### src/hw/rtl/assert_macros.svh
`ifndef ASSERT_MACROS_SVH
`define ASSERT_MACROS_SVH

// condition holds at every clock edge out of reset
`define ASSERT_ALWAYS(lbl, cond, msg) \
  lbl: assert property (@(posedge clk_i) disable iff (!rst_ni) (cond)) else $error(msg);

// consequent holds in the cycle after the antecedent
`define ASSERT_NEXT(lbl, pre, post, msg) \
  lbl: assert property (@(posedge clk_i) disable iff (!rst_ni) (pre) |=> (post)) else $error(msg);

`endif

### src/hw/rtl/jvwt_pkg.sv
`timescale 1ns / 1ps
`default_nettype none

package jvwt_pkg;

  localparam logic [16:0] ONE_Q16 = 17'd65536;
  localparam logic signed [50:0] TQ_MAX = 51'sd2147483647;
  localparam logic signed [50:0] TQ_MIN = -51'sd2147483648;

  localparam logic [2:0] CFG_UPPER_LIMIT = 3'd0;
  localparam logic [2:0] CFG_LOWER_LIMIT = 3'd1;
  localparam logic [2:0] CFG_SPRING_ZONE_WIDTH = 3'd2;
  localparam logic [2:0] CFG_DAMP_ZONE_WIDTH = 3'd3;
  localparam logic [2:0] CFG_SPRING_STIFFNESS = 3'd4;
  localparam logic [2:0] CFG_SPRING_DAMPING = 3'd5;
  localparam logic [2:0] CFG_OUTER_DAMPING = 3'd6;

  localparam logic OP_SAMPLE = 1'b0;
  localparam logic OP_REARM = 1'b1;

  typedef enum logic [3:0] {
    ST_IDLE,
    ST_MOTION,
    ST_DIV,
    ST_MUL_PD,
    ST_MUL_TOT,
    ST_ZONE,
    ST_D_HI,
    ST_D_LO,
    ST_K_HI,
    ST_K_LO,
    ST_DONE
  } state_e;

  typedef struct packed {
    logic               op;
    logic signed [31:0] position;
    logic signed [31:0] velocity;
  } in_t;

  typedef struct packed {
    logic signed [31:0] torque;
    logic               beyond_wall;
  } out_t;

endpackage

`default_nettype wire

### src/hw/rtl/joint_virtual_wall_torque.sv
`timescale 1ns / 1ps
`default_nettype none

// Joint virtual wall: per sample, a damping or spring-plus-damping limit torque from joint
// position and velocity (Q16.16). A rearm item goes from idle straight to the output state. A
// control sample first lying beyond the limits goes from the motion check straight to output;
// otherwise a 16-step restoring divider may run to recompute the wall scale. One shared 32x18
// multiplier does two scale products and two partial products per gain term, one product a
// cycle. A result waiting on the output holds the next one back. Registers must be written
// only while idle, by the user; the block itself does not enforce this.

`include "assert_macros.svh"

module joint_virtual_wall_torque import jvwt_pkg::*; (
  input  wire logic        clk_i,
  input  wire logic        rst_ni,
  input  wire logic        in_valid_i,
  output logic             in_ready_o,
  input  wire in_t         in_data_i,
  output logic             out_valid_o,
  input  wire logic        out_ready_i,
  output out_t             out_data_o,
  input  wire logic        cfg_we_i,
  input  wire logic [2:0]  cfg_idx_i,
  input  wire logic [31:0] cfg_data_i
);

  state_e state_q, state_d;
  logic signed [31:0] upper_q, lower_q;
  logic [30:0] spring_w_q, damp_w_q, k_q, kd_q, outer_q;
  logic armed_q, armed_d, moving_q, moving_d, init_q, init_d;
  logic [16:0] scale_q, scale_d;
  logic signed [31:0] q_q, q_d, dq_q, dq_d;
  logic [31:0] rem_q, rem_d;
  logic [15:0] quo_q, quo_d;
  logic [3:0] cnt_q, cnt_d;
  logic [31:0] s_pd_q, s_pd_d;
  logic [32:0] s_tot_q, s_tot_d;
  logic spring_q, spring_d, xneg_q, xneg_d, beyond_q, beyond_d;
  logic [33:0] xmag_q, xmag_d;
  logic [48:0] tmag_q, tmag_d;
  logic signed [50:0] tacc_q, tacc_d;
  logic out_valid_q, out_valid_d;
  out_t out_q, out_d;

  logic [31:0] total;
  logic signed [33:0] q34, lo_edge, hi_edge;
  logic below_lo, above_hi, leaving, outside;
  logic signed [32:0] lim_dist, dist_neg;
  logic [32:0] dmag, rem_sh, rem_sub;
  logic rem_ge;
  logic [15:0] quo_nxt;
  logic [16:0] s_new;
  logic [31:0] mul_a, dqmag;
  logic [17:0] mul_b;
  logic [49:0] prod;
  logic [30:0] dgain;
  logic signed [34:0] q35, d_max, pd_max, d_min, pd_min, x_val, x_neg;
  logic is_damp;
  logic [48:0] term;
  logic signed [50:0] term_s;
  logic term_neg;
  logic [31:0] sat;

  always_ff @(posedge clk_i or negedge rst_ni) begin
    if (!rst_ni) begin
      upper_q <= '0;
      lower_q <= '0;
      spring_w_q <= '0;
      damp_w_q <= '0;
      k_q <= '0;
      kd_q <= '0;
      outer_q <= '0;
    end else if (cfg_we_i) begin
      unique case (cfg_idx_i)
        CFG_UPPER_LIMIT: upper_q <= cfg_data_i;
        CFG_LOWER_LIMIT: lower_q <= cfg_data_i;
        CFG_SPRING_ZONE_WIDTH: spring_w_q <= cfg_data_i[30:0];
        CFG_DAMP_ZONE_WIDTH: damp_w_q <= cfg_data_i[30:0];
        CFG_SPRING_STIFFNESS: k_q <= cfg_data_i[30:0];
        CFG_SPRING_DAMPING: kd_q <= cfg_data_i[30:0];
        CFG_OUTER_DAMPING: outer_q <= cfg_data_i[30:0];
        default: ;
      endcase
    end
  end

  assign total = {1'b0, spring_w_q} + {1'b0, damp_w_q};
  assign q34 = {{2{q_q[31]}}, q_q};
  assign lo_edge = {{2{lower_q[31]}}, lower_q} + {2'b00, total};
  assign hi_edge = {{2{upper_q[31]}}, upper_q} - {2'b00, total};
  assign below_lo = q34 < lo_edge;
  assign above_hi = q34 > hi_edge;
  assign leaving = below_lo ? (!dq_q[31] && (dq_q != '0)) : dq_q[31];
  assign outside = (q_q < lower_q) || (q_q > upper_q);
  assign lim_dist = below_lo ? ({q_q[31], q_q} - {lower_q[31], lower_q})
                             : ({q_q[31], q_q} - {upper_q[31], upper_q});
  assign dist_neg = -lim_dist;
  assign dmag = lim_dist[32] ? dist_neg : lim_dist;

  // restoring divide step, remainder always below total
  assign rem_sh = {rem_q, 1'b0};
  assign rem_ge = rem_sh >= {1'b0, total};
  assign rem_sub = rem_sh - {1'b0, total};
  assign quo_nxt = {quo_q[14:0], rem_ge};
  assign s_new = {1'b0, quo_nxt};

  assign dqmag = dq_q[31] ? 32'(-dq_q) : dq_q;
  assign dgain = spring_q ? kd_q : outer_q;

  assign q35 = {{3{q_q[31]}}, q_q};
  assign d_max = {{3{upper_q[31]}}, upper_q} - {2'b00, s_tot_q};
  assign pd_max = {{3{upper_q[31]}}, upper_q} - {3'b000, s_pd_q};
  assign d_min = {{3{lower_q[31]}}, lower_q} + {2'b00, s_tot_q};
  assign pd_min = {{3{lower_q[31]}}, lower_q} + {3'b000, s_pd_q};
  assign is_damp = ((d_max <= q35) && (q35 <= pd_max)) || ((pd_min <= q35) && (q35 <= d_min));
  assign x_val = (q35 > pd_max) ? (pd_max - q35) : (pd_min - q35);
  assign x_neg = -x_val;

  assign prod = {18'b0, mul_a} * {32'b0, mul_b};
  assign term = tmag_q + {18'b0, prod[46:16]};
  assign term_s = {2'b00, term};

  assign sat = (tacc_q > TQ_MAX) ? TQ_MAX[31:0] :
               (tacc_q < TQ_MIN) ? TQ_MIN[31:0] : tacc_q[31:0];

  always_ff @(posedge clk_i or negedge rst_ni) begin
    if (!rst_ni) begin
      state_q <= ST_IDLE;
      armed_q <= 1'b0;
      moving_q <= 1'b0;
      scale_q <= ONE_Q16;
      out_valid_q <= 1'b0;
    end else begin
      state_q <= state_d;
      armed_q <= armed_d;
      moving_q <= moving_d;
      scale_q <= scale_d;
      out_valid_q <= out_valid_d;
    end
  end

  always_ff @(posedge clk_i) begin
    init_q <= init_d;
    q_q <= q_d;
    dq_q <= dq_d;
    rem_q <= rem_d;
    quo_q <= quo_d;
    cnt_q <= cnt_d;
    s_pd_q <= s_pd_d;
    s_tot_q <= s_tot_d;
    spring_q <= spring_d;
    xneg_q <= xneg_d;
    xmag_q <= xmag_d;
    tmag_q <= tmag_d;
    tacc_q <= tacc_d;
    beyond_q <= beyond_d;
    out_q <= out_d;
  end

  always_comb begin
    state_d = state_q;
    armed_d = armed_q;
    moving_d = moving_q;
    scale_d = scale_q;
    init_d = init_q;
    q_d = q_q;
    dq_d = dq_q;
    rem_d = rem_q;
    quo_d = quo_q;
    cnt_d = cnt_q;
    s_pd_d = s_pd_q;
    s_tot_d = s_tot_q;
    spring_d = spring_q;
    xneg_d = xneg_q;
    xmag_d = xmag_q;
    tmag_d = tmag_q;
    tacc_d = tacc_q;
    beyond_d = beyond_q;
    out_d = out_q;
    out_valid_d = out_valid_q && !out_ready_i;
    mul_a = '0;
    mul_b = '0;
    term_neg = 1'b0;
    in_ready_o = 1'b0;

    unique case (state_q)
      ST_IDLE: begin
        in_ready_o = 1'b1;
        if (in_valid_i) begin
          q_d = in_data_i.position;
          dq_d = in_data_i.velocity;
          beyond_d = 1'b0;
          tacc_d = '0;
          if (in_data_i.op == OP_REARM) begin
            armed_d = 1'b0;
            state_d = ST_DONE;
          end else begin
            state_d = ST_MOTION;
          end
        end
      end
      ST_MOTION: begin
        state_d = ST_MUL_PD;
        if (!armed_q && outside) begin
          beyond_d = 1'b1;
          state_d = ST_DONE;
        end else if ((!armed_q || moving_q) && !(below_lo || above_hi)) begin
          armed_d = 1'b1;
          moving_d = 1'b0;
          scale_d = ONE_Q16;
        end else if (!armed_q || (moving_q && leaving)) begin
          // first sample inside a zone sets the scale, later ones only grow it
          init_d = !armed_q;
          armed_d = 1'b1;
          moving_d = 1'b1;
          if (dmag >= {1'b0, total}) begin
            scale_d = ONE_Q16;
          end else begin
            rem_d = dmag[31:0];
            quo_d = '0;
            cnt_d = '0;
            state_d = ST_DIV;
          end
        end
      end
      ST_DIV: begin
        rem_d = rem_ge ? rem_sub[31:0] : rem_sh[31:0];
        quo_d = quo_nxt;
        cnt_d = cnt_q + 4'd1;
        if (cnt_q == 4'd15) begin
          if (init_q || (s_new > scale_q)) begin
            scale_d = s_new;
          end
          state_d = ST_MUL_PD;
        end
      end
      ST_MUL_PD: begin
        mul_a = {1'b0, spring_w_q};
        mul_b = {1'b0, scale_q};
        s_pd_d = prod[47:16];
        state_d = ST_MUL_TOT;
      end
      ST_MUL_TOT: begin
        mul_a = total;
        mul_b = {1'b0, scale_q};
        s_tot_d = prod[48:16];
        state_d = ST_ZONE;
      end
      ST_ZONE: begin
        tacc_d = '0;
        spring_d = !is_damp;
        xneg_d = x_val[34];
        xmag_d = x_val[34] ? x_neg[33:0] : x_val[33:0];
        if (is_damp || (q35 > pd_max) || (q35 < pd_min)) begin
          state_d = ST_D_HI;
        end else begin
          state_d = ST_DONE;
        end
      end
      ST_D_HI: begin
        mul_a = {1'b0, dgain};
        mul_b = {2'b00, dqmag[31:16]};
        tmag_d = prod[48:0];
        state_d = ST_D_LO;
      end
      ST_D_LO: begin
        mul_a = {1'b0, dgain};
        mul_b = {2'b00, dqmag[15:0]};
        // damping opposes velocity
        term_neg = !dq_q[31];
        tacc_d = term_neg ? (tacc_q - term_s) : (tacc_q + term_s);
        state_d = spring_q ? ST_K_HI : ST_DONE;
      end
      ST_K_HI: begin
        mul_a = {1'b0, k_q};
        mul_b = xmag_q[33:16];
        tmag_d = prod[48:0];
        state_d = ST_K_LO;
      end
      ST_K_LO: begin
        mul_a = {1'b0, k_q};
        mul_b = {2'b00, xmag_q[15:0]};
        term_neg = xneg_q;
        tacc_d = term_neg ? (tacc_q - term_s) : (tacc_q + term_s);
        state_d = ST_DONE;
      end
      ST_DONE: begin
        if (!out_valid_q || out_ready_i) begin
          out_valid_d = 1'b1;
          out_d.torque = sat;
          out_d.beyond_wall = beyond_q;
          state_d = ST_IDLE;
        end
      end
      default: state_d = ST_IDLE;
    endcase
  end

  assign out_valid_o = out_valid_q;
  assign out_data_o = out_q;

  `ASSERT_ALWAYS(a_scale_max, scale_q <= ONE_Q16, "width scale above 1.0")
  `ASSERT_ALWAYS(a_scale_rest, moving_q || (scale_q == ONE_Q16), "scale not 1.0 while at rest")
  `ASSERT_ALWAYS(a_beyond_zero, !(out_valid_q && out_q.beyond_wall) || (out_q.torque == '0), "beyond result with torque")
  `ASSERT_NEXT(a_rearm, in_valid_i && in_ready_o && (in_data_i.op == OP_REARM), !armed_q, "rearm kept armed")

endmodule

`default_nettype wire
### config.mk
export PLATFORM = sky130hd
export DESIGN_NAME = joint_virtual_wall_torque
export DESIGN_NICKNAME = d
export VERILOG_FILES = /design/src/hw/rtl/jvwt_pkg.sv /design/src/hw/rtl/joint_virtual_wall_torque.sv
export VERILOG_INCLUDE_DIRS = /design/src /design/src/hw/rtl
export SDC_FILE = /design/constraint.sdc
export NUM_CORES = 2
export LEC_CHECK = 0
export BUFFER_PORTS_ARGS = -buffer_cell sky130_fd_sc_hd__buf_2
export CAP_MARGIN = 30
export CORE_ASPECT_RATIO = 2
export CORE_UTILIZATION = 40
export CTS_CLUSTER_SIZE = 12
export DETAILED_ROUTE_END_ITERATION = 8
export SETUP_SLACK_MARGIN = 0.1
export SLEW_MARGIN = 20
export SYNTH_ARGS = -nofsm -noshare
export SYNTH_HDL_FRONTEND = slang
export SYNTH_SLANG_ARGS = --single-unit
### constraint.sdc
create_clock -name clk_i -period 15.6 [get_ports clk_i]
set_clock_uncertainty 0.05 [all_clocks]
set_input_delay 1.56 -clock clk_i [delete_from_list [all_inputs] [get_ports clk_i]]
set_output_delay 1.56 -clock clk_i [all_outputs]
set_load 0.05 [all_outputs]
==> flow_summary.ini <==
[cells_and_area]
multi_input_area_sq_um = 53400
finish.net_count = 10259
layout.filler_cells = 18362
fin_area_sq_um = 82400
syn_to_final_growth_pct = 10.8
drive_gt1_share_pct = 9.86
final-seq-area_sq_um = 16600

[min_path]
min_path_type = reg2reg

[clock_tree]
tritoncts.num_buffers = 70
cts.clk_slew.worst_paths_ns = 0.07
insertion_delay_ns = 0.71
cts.path.max_buffers = 3
root_buffer = clkbuf_16
cts.htree.levels = 3
cts.sink_count = 594
tritoncts = built

[job]
maxCapViolCount = 0

[global_routing]
grt_pass1_vias = 69383
maximum_number_of_pins_on_one_net_before_global_route_repair = 83
globalRoute.totalOverflow = 0
grt_util_all_layers_pct = 32.9
grt_pass1_wl_um = 449000
grt_antenna_before_repair = 9

[placement]
gp_congestion = 1.05
hpwl_um = 260000
placement.io_buffers = 139
post-place-ws_ns = 0.528
placement.cell_area_sq_um = 79900

[sta]
finalMaxSlewViolations = 0
setup_viol = 0
maxClockFrequency_mhz = 66.2
period_needed_ns = 15.10
rsz_0062_raised_after_global_routing = false
timing.slew.headroom_pct = 26.8
hold_viol = 0
finalSetupTns_ns = 0
least_margin_pin_slew_ns = 1.10
layout_worst_path_cycle_share_pct = 96.8
fin_ws_ns = 0.505

[run_status]
outcome = finished clean

[worst_setup_path]
setup.worst_path.start_class = flip-flop
critical_path_buf_inv_count = 9
worst_path_largest_cell_delay_ns = 0.58
worst_path_max_delay_cell = fa_1
timing.critical_path.max_delay_family = compound AO/OA/AOI/OAI gates
crit_path_max_fanout = 9
required_ns = 16.00
worst_path_most_repeated_cell = fa_1
critPathKind = reg2reg
cp_data_arrival_time_ns = 15.49
crit_path_end_kind = flip-flop

[route]
route.final.wire_length_um = 313000
drt_pre_antenna_iters = 6
antenna_violating_nets_post_route = 0
num_vias = 66895
detail_route.drc_violations = 0
post_drt_via_cell_ratio = 5.89
drt_iter0_markers = 4634
post_drt_wl_per_cell_um = 27.6

[synth]
share_of_yosys_cell_area_claimed_by_the_top_area_cell_type_pct = 14.2
ys_types = 102
synth-edff-count = 351
ys_warn_count = 0
synth_mux_area_share_pct = 3.49
yosys-top-cells-area = edfxtp_1, ha_1, fa_1, dfrtp_1, inv_1
synthesis.nets = 9983
synth_seq_area_share_pct = 22.3
yosys_register_bits = 594
yosysMostFrequentCell = inv_1
predominant_post_synthesis_flop_cell = edfxtp_1
yosys.area_share.adder_pct = 27.4
combinational_family_with_the_most_area_after_synthesis = adder cells
fraction_of_the_mapped_netlist_area_in_compound_gates_pct = 19.1
synth_top_cells_by_count = inv_1, ha_1, nor2_1, nand2_1, a21oi_1
syn_inst = 8546
post_synth_xor_area_fraction_pct = 6.14
synth.cell_area_sq_um = 74400
async_flop_share_pct = 40.9
postSynthAreaPerCell_sq_um = 8.70
synth_simple_gate_area_share_pct = 15.2
netlist.top_cell.by_area = edfxtp_1

[floorplan]
i_o_pin_count = 140
die-height_um = 612
initial_cell_density_of_the_core_pct = 40.3
placement_rows = 223
floorplan.core_area_sq_um = 185000
die_area_sq_um = 188000
die_boundary_width_um = 307
==> cells by family (layout without fill, tap and decap cells) <==
logic type	Yosys count	count (layout)
muxes	239	239
DFF	594	594
other	0	6
xor gates and xnor gates	521	521
buffers and inverters	1249	1580
AOI/OAI and AO/OA	2161	2161
and+or+nand+nor	2450	2450
adders and majority gates	1332	1332
==> worst reg2reg max path, delay by kind of cell, from the launching register on <==
kind / cells / cell delay [ns]
AND/OR/NAND/NOR: 7 / 0.96
AO/OA/AOI/OAI: 28 / 5.99
flip-flops: 1 / 0.38
adder cells (fa/ha/maj): 11 / 4.93
buffers and inverters: 9 / 1.41
XOR/XNOR: 3 / 1.16
==> stage by stage <==
step	util [%]	hold WS, ns	cells
after floorplan	-	0.350	8546
after global placement	43.2	0.359	11208
after detailed placement	43.2	0.382	11213
after CTS	44.5	0.389	11340
after global routing	44.6	0.403	11353
final	44.6	0.388	11358
==> worst paths after layout <==
kind | start | to | slack, ns | cells after the start
max in group asynchronous | rst_ni | scale_q[4]$_DFFE_PN0P_ | 12.71 | 3
hold reg to reg | beyond_q$_DFFE_PP_ | out_data_o[0]$_DFFE_PP_ | 0.39 | 0
setup / recovery | spring_w_q[0]$_DFFE_PN0P_ | tacc_q[46]$_DFFE_PP_ | 0.50 | 58
min in group asynchronous | rst_ni | damp_w_q[1]$_DFFE_PN0P_ | 0.78 | 1
hold / removal | beyond_q$_DFFE_PP_ | out_data_o[0]$_DFFE_PP_ | 0.39 | 0
setup reg to reg | spring_w_q[0]$_DFFE_PN0P_ | tacc_q[46]$_DFFE_PP_ | 0.50 | 58
==> state kept, by name, indices dropped and copies added, names as in the netlist, 32 cells and up <==
| name | count |
|---|---|
| rem_q | 32 |
| q_q | 32 |
| s_pd_q | 32 |
| tmag_q | 49 |
| tacc_q | 51 |
| out_data_o | 33 |
| s_tot_q | 33 |
| dq_q | 32 |
| upper_q | 32 |
| lower_q | 32 |
| xmag_q | 34 |
==> cell usage in the layout (no fill, tap or decap), types with 17 or more instances in the layout <==
cell type,count
nor2b_1,98
nand4_1,79
edfxtp_1,351
mux2i_1,73
buf_2,139
clkbuf_16,74
xor2_1,201
o31ai_1,65
a21oi_1,589
or2_2,25
nor3_1,115
nand2b_1,126
o22a_1,24
o21ai_0,394
nand2_1,731
o21bai_1,96
ha_1,837
buf_4,319
and3_1,71
nor4_1,30
a31oi_1,76
nand3_1,139
dfrtp_1,242
o21a_1,96
and2_1,40
a211oi_1,64
or3_1,65
clkbuf_1,20
inv_1,978
xnor2_1,318
o211ai_1,43
mux2_2,165
a221oi_1,55
nor2_1,834
a21o_1,279
a21boi_0,22
a22oi_1,17
fa_1,494
==> cell type report <==
| cell class | count | area share, % |
|---|---|---|
| multi-input combinational | 6703 | 64.8 |
| sequential | 594 | 20.2 |
| inverter | 983 | 4.48 |
| timing repair buffer | 470 | 3.99 |
| tap | 2475 | 3.76 |
| clock buffer | 101 | 2.45 |
| clock inverter | 26 | 0.349 |
| antenna | 6 | 0.0182 |
==> routing by layer <==
layer  vias up  global-route usage (%)  part of all wire [%]
li1      30470                       -                     -
met1     33040                    32.0                    33
met2      2419                    57.9                    49
met3       962                    4.37                   5.0
met4         4                    34.7                    13
met5         -                       0                0.0083
==> repair_timing <==
item,4_1_cts,5_1_grt
endpoints found under the setup margin,0,16
setup buffers,0,6
hold endpoints to repair,0,0
resized for setup,0,19
hold buffers,0,0
Power is left out: the tool's default activity adds up to more than one toggle a clock period on the data nets, which glitch-free logic cannot reach.
